## config.mk

```make
export PLATFORM = sky130hd
export DESIGN_NAME = id_allocator_free_queue_unit
export DESIGN_NICKNAME = d
export VERILOG_FILES = /design/src/hw/rtl/iafq_pkg.sv /design/src/hw/rtl/id_allocator_free_queue_unit.sv
export VERILOG_INCLUDE_DIRS = /design/src /design/src/hw/rtl
export SDC_FILE = /design/constraint.sdc
export NUM_CORES = 2
export LEC_CHECK = 0
export ABC_AREA = 1
export BUFFER_PORTS_ARGS = -buffer_cell sky130_fd_sc_hd__buf_2
export CORE_MARGIN = 2
export CORE_UTILIZATION = 50
export CTS_BUF_LIST = sky130_fd_sc_hd__clkbuf_4 sky130_fd_sc_hd__clkbuf_8
export CTS_CLUSTER_DIAMETER = 50
export DETAILED_ROUTE_END_ITERATION = 10
export HOLD_SLACK_MARGIN = 0.02
export PLACE_DENSITY = 0.63
export SLEW_MARGIN = 30
export SYNTH_ARGS = -nofsm -noshare
export SYNTH_HDL_FRONTEND = slang
export SYNTH_SLANG_ARGS = --single-unit
export TNS_END_PERCENT = 50
```

## constraint.sdc

```tcl
create_clock -name aclk -period 4 [get_ports aclk]
set_clock_uncertainty 0.2 [all_clocks]
set_input_delay 0.8 -clock aclk [delete_from_list [all_inputs] [get_ports aclk]]
set_output_delay 0.8 -clock aclk [all_outputs]
set_load 0.02 [all_outputs]
```

## src/hw/rtl/id_allocator_free_queue_unit_defines.svh

```systemverilog
// ----------------------------------------------------------------------------
// id allocator free queue unit assertion macros
// shared assertion helpers for the identifier allocator rtl
// ----------------------------------------------------------------------------
`ifndef ID_ALLOCATOR_FREE_QUEUE_UNIT_DEFINES_SVH
`define ID_ALLOCATOR_FREE_QUEUE_UNIT_DEFINES_SVH

`ifndef SYNTHESIS
// check under reset disable
`define IAFQ_ASSERT(lbl, clk, rst_n, prop) \
    lbl: assert property (@(posedge clk) disable iff (!rst_n) prop) \
        else $error("iafq assertion failed");
// check at every edge, reset included
`define IAFQ_ASSERT_ALWAYS(lbl, clk, prop) \
    lbl: assert property (@(posedge clk) prop) \
        else $error("iafq assertion failed");
`else
`define IAFQ_ASSERT(lbl, clk, rst_n, prop)
`define IAFQ_ASSERT_ALWAYS(lbl, clk, prop)
`endif

`endif

```

## src/hw/rtl/iafq_pkg.sv

```systemverilog
// ----------------------------------------------------------------------------
// iafq package
// defaults, command and status codes for the identifier allocator
// ----------------------------------------------------------------------------
`default_nettype none

package iafq_pkg;

    localparam int QUEUE_DEPTH_DEF = 128;
    localparam int ID_WIDTH_DEF    = 16;

    typedef enum logic {
        CMD_ALLOCATE = 1'b0,
        CMD_RELEASE  = 1'b1
    } cmd_t;

    typedef enum logic [1:0] {
        STATUS_DONE      = 2'd0,
        STATUS_FULL      = 2'd1,
        STATUS_EXHAUSTED = 2'd2
    } status_t;

endpackage

`default_nettype wire

```

## src/hw/rtl/id_allocator_free_queue_unit.sv

```systemverilog
// ----------------------------------------------------------------------------
// id allocator free queue unit
// hands out identifiers from a free queue or a high-water counter
// ----------------------------------------------------------------------------
// usage:
//   slave channel s_*: one request per transfer. s_tuser is the command
//   (allocate or release), s_tdata carries the identifier given back.
//   master channel m_*: exactly one result per request, in request order.
//   m_tdata is the granted identifier (zero unless an allocate succeeded),
//   m_tuser the status: done, queue full (release dropped) or exhausted.
// result path: a result is registered in the output register; an allocate
//   served from the free queue first passes through the registered read
//   port of the queue memory and the read state.
// throughput: one request per cycle while the output is not stalled,
//   except that an allocate served from the queue holds the slave side
//   while the read of the queue memory returns.
// reset: pointers, count and high-water counter clear at once; the queue
//   memory needs no clearing, only written entries are ever read.
// stall: a result waits in the output register; a new request is taken
//   in the same cycle the waiting result is transferred out.
// ----------------------------------------------------------------------------
`default_nettype none
`include "id_allocator_free_queue_unit_defines.svh"

module id_allocator_free_queue_unit #(
    parameter int QUEUE_DEPTH = iafq_pkg::QUEUE_DEPTH_DEF,
    parameter int ID_WIDTH    = iafq_pkg::ID_WIDTH_DEF
) (
    input  wire logic                               aclk,
    input  wire logic                               aresetn,
    input  wire logic                               s_tvalid,
    output logic                                    s_tready,
    // [ID_WIDTH-1:0] release_id, rest zero
    input  wire logic [((ID_WIDTH + 7) / 8) * 8-1:0] s_tdata,
    // [0] cmd
    input  wire logic                               s_tuser,
    output logic                                    m_tvalid,
    input  wire logic                               m_tready,
    // [ID_WIDTH-1:0] granted_id, rest zero
    output logic [((ID_WIDTH + 7) / 8) * 8-1:0]      m_tdata,
    // [1:0] status
    output logic [1:0]                              m_tuser
);

    localparam int TDW   = ((ID_WIDTH + 7) / 8) * 8;
    localparam int PTR_W = (QUEUE_DEPTH > 1) ? $clog2(QUEUE_DEPTH) : 1;
    localparam int CNT_W = $clog2(QUEUE_DEPTH + 1);

    typedef enum logic {
        ST_IDLE,
        ST_READ
    } state_t;

    state_t                state_reg, state_next;
    logic [PTR_W-1:0]      head_reg, head_next;
    logic [PTR_W-1:0]      tail_reg, tail_next;
    logic [CNT_W-1:0]      count_reg, count_next;
    logic [ID_WIDTH:0]     fresh_reg, fresh_next;
    logic                  m_valid_reg, m_valid_next;
    logic [ID_WIDTH-1:0]   granted_reg, granted_next;
    iafq_pkg::status_t     status_reg, status_next;

    logic [ID_WIDTH-1:0]   queue_mem [QUEUE_DEPTH];
    logic [ID_WIDTH-1:0]   rd_data_reg;

    logic                  accept;
    logic                  is_release;
    logic [ID_WIDTH-1:0]   release_id;
    logic [ID_WIDTH:0]     fresh_dec;
    logic                  rel_match;
    logic                  q_full;
    logic                  q_empty;
    logic [PTR_W-1:0]      head_inc;
    logic [PTR_W-1:0]      tail_inc;
    logic                  mem_we;

    assign s_tready   = (state_reg == ST_IDLE) && (!m_valid_reg || m_tready);
    assign accept     = s_tvalid && s_tready;
    assign is_release = (iafq_pkg::cmd_t'(s_tuser) == iafq_pkg::CMD_RELEASE);
    assign release_id = s_tdata[ID_WIDTH-1:0];
    assign fresh_dec  = fresh_reg - 1'b1;
    // only the identifier just below the counter winds the counter back
    assign rel_match  = (fresh_reg != '0) && ({1'b0, release_id} == fresh_dec);
    assign q_full     = (count_reg == CNT_W'(QUEUE_DEPTH));
    assign q_empty    = (count_reg == '0);
    assign head_inc   = (head_reg == PTR_W'(QUEUE_DEPTH - 1)) ? '0 : head_reg + 1'b1;
    assign tail_inc   = (tail_reg == PTR_W'(QUEUE_DEPTH - 1)) ? '0 : tail_reg + 1'b1;
    assign mem_we     = accept && is_release && !rel_match && !q_full;

    assign m_tvalid = m_valid_reg;
    assign m_tdata  = TDW'(granted_reg);
    assign m_tuser  = status_reg;

    // queue memory, registered read at the head pointer
    always_ff @(posedge aclk) begin
        if (mem_we) begin
            queue_mem[tail_reg] <= release_id;
        end
        rd_data_reg <= queue_mem[head_reg];
    end

    always_comb begin
        state_next   = state_reg;
        head_next    = head_reg;
        tail_next    = tail_reg;
        count_next   = count_reg;
        fresh_next   = fresh_reg;
        m_valid_next = m_valid_reg && !m_tready;
        granted_next = granted_reg;
        status_next  = status_reg;

        unique case (state_reg)
            ST_IDLE: begin
                if (accept) begin
                    if (!is_release) begin
                        if (!q_empty) begin
                            // result follows once the read returns
                            state_next = ST_READ;
                            head_next  = head_inc;
                            count_next = count_reg - 1'b1;
                        end else if (fresh_reg[ID_WIDTH]) begin
                            m_valid_next = 1'b1;
                            granted_next = '0;
                            status_next  = iafq_pkg::STATUS_EXHAUSTED;
                        end else begin
                            m_valid_next = 1'b1;
                            granted_next = fresh_reg[ID_WIDTH-1:0];
                            status_next  = iafq_pkg::STATUS_DONE;
                            fresh_next   = fresh_reg + 1'b1;
                        end
                    end else begin
                        m_valid_next = 1'b1;
                        granted_next = '0;
                        if (rel_match) begin
                            fresh_next  = fresh_dec;
                            status_next = iafq_pkg::STATUS_DONE;
                        end else if (q_full) begin
                            status_next = iafq_pkg::STATUS_FULL;
                        end else begin
                            tail_next   = tail_inc;
                            count_next  = count_reg + 1'b1;
                            status_next = iafq_pkg::STATUS_DONE;
                        end
                    end
                end
            end
            ST_READ: begin
                state_next   = ST_IDLE;
                m_valid_next = 1'b1;
                granted_next = rd_data_reg;
                status_next  = iafq_pkg::STATUS_DONE;
            end
            default: begin
                state_next = ST_IDLE;
            end
        endcase
    end

    always_ff @(posedge aclk) begin
        if (!aresetn) begin
            state_reg   <= ST_IDLE;
            head_reg    <= '0;
            tail_reg    <= '0;
            count_reg   <= '0;
            fresh_reg   <= '0;
            m_valid_reg <= 1'b0;
        end else begin
            state_reg   <= state_next;
            head_reg    <= head_next;
            tail_reg    <= tail_next;
            count_reg   <= count_next;
            fresh_reg   <= fresh_next;
            m_valid_reg <= m_valid_next;
            granted_reg <= granted_next;
            status_reg  <= status_next;
        end
    end

    `IAFQ_ASSERT(a_count_bound, aclk, aresetn, count_reg <= CNT_W'(QUEUE_DEPTH))
    `IAFQ_ASSERT(a_fresh_bound, aclk, aresetn, fresh_reg <= ((ID_WIDTH + 1)'(1) << ID_WIDTH))
    `IAFQ_ASSERT(a_ring_consistent, aclk, aresetn, (q_empty || q_full) |-> (head_reg == tail_reg))
    `IAFQ_ASSERT(a_read_slot_free, aclk, aresetn, (state_reg == ST_READ) |-> !m_valid_reg)
    `IAFQ_ASSERT(a_read_follows_alloc, aclk, aresetn, (state_reg == ST_READ) |-> $past(accept && !is_release))

endmodule

`default_nettype wire

```

Yosys cells after proc, flatten, opt, wreduce, memory -nomap -nowiden
Memories as Yosys holds them, arrays and structs flattened. A register that Yosys moved wholly into a read port is not among the register bits.
Index checks and enable logic that the tools add are counted.
{ "totals": {"mem_bits_rw": 2048, "reg_bits": 59, "elab_cells": 85, "input_bits": 21, "out_inout_bits": 20, "mem_count": 1} }
{ "op_classes": {"n_bitwise": 5, "n_eq_ne": 11, "addsub": 6, "mux": 32, "n_reduce_logical": 21} }
{ "mem_list": {"columns": ["memory", "depth", "width", "read_ports", "rd_clocked_by_memory_dff", "wr", "line", "rtl"], "rows": [
  ["queue_mem", 128, 16, 1, 1, 1, "id_allocator_free_queue_unit.sv:63", "logic [ID_WIDTH-1:0] queue_mem [QUEUE_DEPTH];"]
]} }
{ "op_table": {"columns": ["cell", "count"], "rows": [
  ["$mux W17", 4],
  ["$mux W16", 4],
  ["$mux W8", 4],
  ["$pmux W16 S2", 1],
  ["$add A17 B1 Y17 const B", 1],
  ["$eq A16 B17 Y1", 1],
  ["$reduce_bool A17 Y1", 1],
  ["$sub A17 B1 Y17 const B", 1],
  ["$reduce_and A5 Y1", 3],
  ["$add A7 B1 Y7 const B", 2],
  ["$eq A7 B7 Y1 const B", 2],
  ["$mux W7", 2],
  ["$mux W1", 10],
  ["$ne A2 B2 Y1 const B", 5],
  ["$add A8 B1 Y8 const B", 1],
  ["$eq A8 B8 Y1 const B", 1],
  ["$logic_not A8 Y1", 1],
  ["$mux W2", 4],
  ["$reduce_and A4 Y1", 2],
  ["$sub A8 B1 Y8 const B", 1],
  ["$logic_and A1 B1 Y1", 7],
  ["$not A1 Y1", 5],
  ["$logic_not A1 Y1", 4],
  ["$pmux W1 S2", 2],
  ["other kinds (6)", 6]
]} }

Longest topological paths before layout
{ "depth": {"word_depth": 9, "ltp_mapped": 20, "depth_no_buf": 18} }

Least setup slack after synthesis
Ideal clock, no wire load.
{ "synth_path": {"path_kind": "input to register", "start": "input m_tready", "end": "memory queue_mem[101][0] in the netlist's numbering, enable pin", "t_required_ps": 3391, "n_path_buf": 1, "cell_stages": 7, "setup_time_ps": 409, "arrival_time_ps": 3165, "setup_slack_ps": 225, "cell_sequence": "o21ai_0 > inv_1 > nand2_1 > a31oi_1 > nand3_4 > buf_4 > nor3_1"} }
{ "synth_between": {"elab_chain_cells": 8} }
{ "synth_lines": {"columns": ["item", "line", "rtl"], "rows": [
  ["start: declaration", "id_allocator_free_queue_unit.sv:38", "input wire logic m_tready,"],
  ["$logic_or A1 B1 Y1", "id_allocator_free_queue_unit.sv:77", "assign s_tready = (state_reg == ST_IDLE) && (!m_valid_reg || m_tready);"],
  ["$logic_and A1 B1 Y1", "id_allocator_free_queue_unit.sv:77", null],
  ["named net s_tready", "id_allocator_free_queue_unit.sv:32", "output logic s_tready,"],
  ["$logic_and A1 B1 Y1", "id_allocator_free_queue_unit.sv:78", "assign accept = s_tvalid && s_tready;"],
  ["$logic_and A1 B1 Y1 (3 in a row)", "id_allocator_free_queue_unit.sv:88", "assign mem_we = accept && is_release && !rel_match && !q_full;"],
  ["$mux W1", "id_allocator_free_queue_unit.sv:96", "if (mem_we) begin"],
  ["$mux W1 (not written as such)", "id_allocator_free_queue_unit.sv:97", "queue_mem[tail_reg] <= release_id;"],
  ["end: declaration", "id_allocator_free_queue_unit.sv:63", null]
]} }
The timed path passes the listed nets, and every way through them passes these cells.

Worst setup path after layout
{ "layout_path": {"start": "register fresh_reg[0]", "end": "memory queue_mem[94][1] in the netlist's numbering, enable pin"} }
{ "layout_between": {"elab_chain_cells": 8, "word_cells_on_any_way": 9, "cone_classes": "add/sub: 1; eq/ne: 1; mux: 2; reduce/logical: 5"} }
{ "layout_lines": {"columns": ["item", "line", "rtl"], "rows": [
  ["start: declaration", "id_allocator_free_queue_unit.sv:58", "logic [ID_WIDTH:0] fresh_reg, fresh_next;"],
  ["start signal: assignment", "id_allocator_free_queue_unit.sv:172", "fresh_reg <= fresh_next;"],
  ["$sub A17 B1 Y17", "id_allocator_free_queue_unit.sv:81", "assign fresh_dec = fresh_reg - 1'b1;"],
  ["$eq A16 B17 Y1", "id_allocator_free_queue_unit.sv:83", "assign rel_match = (fresh_reg != '0) && ({1'b0, release_id} == fresh_dec);"],
  ["$logic_and A1 B1 Y1 *", "id_allocator_free_queue_unit.sv:83", null],
  ["$logic_not A1 Y1 *", "id_allocator_free_queue_unit.sv:88", null],
  ["$logic_and A1 B1 Y1 * (2 in a row)", "id_allocator_free_queue_unit.sv:88", null],
  ["$mux W1 *", "id_allocator_free_queue_unit.sv:96", null],
  ["$mux W1 (not written as such) *", "id_allocator_free_queue_unit.sv:97", null]
]} }
Every way passes the cells marked *; elsewhere a longest branch is shown, timed or not.

==> reports/qor.csv <==
metric;value;unit
status;completed;
largest net degree at the start of global routing;133;
Pwr Total;49.2;mW
synthesized cell area;0.0845;sq mm
Slowest cell on crit path;ha_1;
CTS Buffer Depth;4;
via count;58100;
initial antenna violation count;18;
Final Hold Fails;0;
H-tree levels;5;
critical path arrival;4.24;ns
final net count;6950;
routed vias/inst;6.20;
# rows;150;
worst-path fanout max;16;
CTS clk-pin slew, worst paths;0.06;ns
first-pass GRT wire length;384000;microns
RePlAce Congestion;0.952;
GR Util All Layers;30.8;%
setup violators final;0;
busiest grt layer;met2;
die width;415;microns
most used flip-flop cell after synthesis;edfxtp_1;
drt pass-1 iters;8;
HP Class;input pin to flip-flop;
crit-path max cell delay;0.40;ns
Setup crit end kind;flip-flop;
worst-margin pin slew;1.05;ns
M2 GR Usage;45.7;%
cell count after synthesis;6604;
met1 Use GR;43.7;%
worst path cell trace;inv_2 > ha_1 > nand2_1 > nor2_1 > nand2_1 > nand2_1 > nand2_1 > nand2_1 > nand2_1 > nand4_1 > nor2_2 > nand2_8 > nand3_4 > buf_12 > nor2_1 > nand2_1 > nor2_1 > buf_12;
Most common cell on crit path;nand2_1;
Die Height;415;microns
Yosys cell types;47;
clock latency on the worst-skew pair;1.08;ns
Startpoint Class;flip-flop;
vias in the first global route;54300;
# placed instances;8762;
synth warn;0;
grt met3 use;6.69;%
PortBufs;40;
Req. time, crit path;4.53;ns
Lkg Pwr;31.9;nW
Total Wirelength;271000;microns
critical path type;flip-flop to flip-flop;
max-slew violation count;0;
max FFs per register;2048;
Root Buffer;clkbuf_8;
Sink Count;2123;
sequential element share of the synthesized area;74.8;%
max-cap violations;0;
Pwr Density;510;mW/mm^2
Die ar.;0.172;sq mm
RSZ-0062 raised after global routing;no;
largest area contributor in the netlist;edfxtp_1;
cts bufs inserted;352;
syn_nets;6637;
share of cells above drive strength 1;14.0;%
Synth top area share;73.4;%
synthesized area per cell;12.8;sq um
ranking of synthesized cells by area;edfxtp_1 73%, o21ai_0 6.4%, nor2_1 5.9%, o22ai_1 2.3%, nand2_1 2.1%;
DR iter-0 viols;9303;
area growth from synthesis to layout;14.1;%
starting density of the core;50.5;%
Resize count post-CTS;0;
setup tns final;0;ns
WP buf/inv;3;
worst relative slew slack;29.8;%
CP delay by family, top;simple AND/OR/NAND/NOR gates;
CTS tree;yes;
fin cells;9371;
dpl hpwl;165000;microns
total congestion overflow;0;
Seq cells post-synth;2123;
period utilization;92.8;%
FFs w/ async S/R, synth;0;%
Highest Clock Rate;0.269;GHz
wire per inst;28.9;microns
Routed Antenna Nets;0;
fillers;13400;
# IOs;41;
Final min period;3.71;ns
Max VDD drop;0.355;mV
core area;0.167;sq mm
# DRC;0;
EDFF count, synth;2066;
[what timing repair did]
action / 4_1_cts / 5_1_grt
setup endpoints to repair: 0 / 0
hold endpoints to repair: 24 / 0
hold buffers: 5 / 0
buffers inserted: 0 / 0
[cell usage in the layout (no fill, tap or decap), types with 13 or more instances in the layout]
cell type,synthesis,layout
o211ai_1,91,91
bufinv_16,0,13
nand2_1,468,467
o22ai_1,310,310
a21oi_1,79,78
a31oi_1,21,21
clkbuf_8,0,366
o221ai_1,152,152
dfxtp_1,57,53
edfxtp_1,2066,2066
nor2_1,1325,1319
clkbuf_4,0,115
buf_2,57,24
buf_12,0,85
xor2_1,17,17
o21ai_0,1073,1073
clkinv_1,6,69
buf_4,4,309
clkinv_2,0,32
nand3_1,256,256
nand4_1,38,38
inv_1,74,70
o31ai_1,16,16
[metrics by stage]
step / utilization [%] / setup WS (ns) / hold slack [ns] / area, sq um
3_3_place_gp: 53.5 / 0.301 / 0.308 / 89600
6_report: 57.6 / 0.289 / 0.112 / 96400
2_1_floorplan: - / 0.225 / 0.266 / 84500
3_5_place_dp: 53.5 / 0.302 / 0.301 / 89600
5_1_grt: 57.6 / 0.0589 / 0.0732 / 96400
4_1_cts: 57.6 / 0.363 / 0.0418 / 96400
[routing by layer]
layer / wire length [microns] / vias up / share of wire (%)
met5: 146 / - / 0.054
met4: 12800 / 8 / 4.7
met3: 30500 / 533 / 11
met2: 120000 / 3732 / 44
met1: 107000 / 28700 / 40
li1: - / 25200 / -
[path summary, 6_finish.rpt]
kind | start | to | slack, ns | cells past startpoint
max | fresh_reg[0]$_SDFFE_PN0P_ | queue_mem[94][1]$_DFFE_PP_ | 0.29 | 18
min | s_tdata[7] | queue_mem[50][7]$_DFFE_PP_ | 0.11 | 2
max reg2reg | fresh_reg[0]$_SDFFE_PN0P_ | queue_mem[94][1]$_DFFE_PP_ | 0.29 | 18
min reg2reg | tail_reg[6]$_SDFFE_PN0P_ | tail_reg[6]$_SDFFE_PN0P_ | 0.31 | 2
[power by group]
| part | internal (mW) | switching, mW |
|---|---|---|
| Clock | 10.3 | 8.49 |
| Sequential | 24.5 | 0.115 |
| Combinational | 1.49 | 4.24 |
| Total | 36.3 | 12.8 |
[cells by family after synthesis]
family	share of synthesized area, %
buffers and inverters	2.59
DFF	74.8
and+or+nand+nor	10.3
adders and majority gates	0.187
AOI/OAI and AO/OA	11.9
xor gates and xnor gates	0.292
[synth_stat cells (3+ instances only)]
cell type,count
a21oi_1,79
a31oi_1,21
buf_1,19
buf_2,57
buf_4,4
buf_6,4
clkbuf_1,381
clkinv_1,6
dfxtp_1,57
edfxtp_1,2066
ha_1,11
inv_1,74
inv_2,7
nand2_1,468
nand2_4,3
nand3_1,256
nand3b_1,5
nand4_1,38
nor2_1,1325
nor2_2,4
nor2_4,7
nor3_1,18
o211ai_1,91
o21ai_0,1073
o221ai_1,152
o22ai_1,310
o31ai_1,16
or2_1,5
xnor2_1,6
xor2_1,17
[cell type report]
class | instances | area [sq um] | area share (%)
inverters | 87 | 349 | 0.362
clock buffers | 481 | 5900 | 6.12
diodes | 9 | 22.5 | 0.0234
flip-flops and latches | 2123 | 63200 | 65.5
multi-input cells | 3929 | 19200 | 19.9
well taps | 2204 | 2760 | 2.86
clock inverters | 114 | 825 | 0.855
repair buffers | 424 | 4200 | 4.36
[worst reg2reg max path, cell delays in order (launching register included)]
cell     delay [ns]
dfxtp_1        0.31
inv_2          0.13
ha_1           0.40
nand2_1        0.10
nor2_1         0.25
nand2_1        0.09
nand2_1        0.09
nand2_1        0.07
nand2_1        0.06
nand2_1        0.05
nand4_1        0.12
nor2_2         0.09
nand2_8        0.13
nand3_4        0.13
buf_12         0.18
nor2_1         0.28
nand2_1        0.30
nor2_1         0.25
buf_12         0.19
Note: power is estimated with default switching activity, not from simulation.
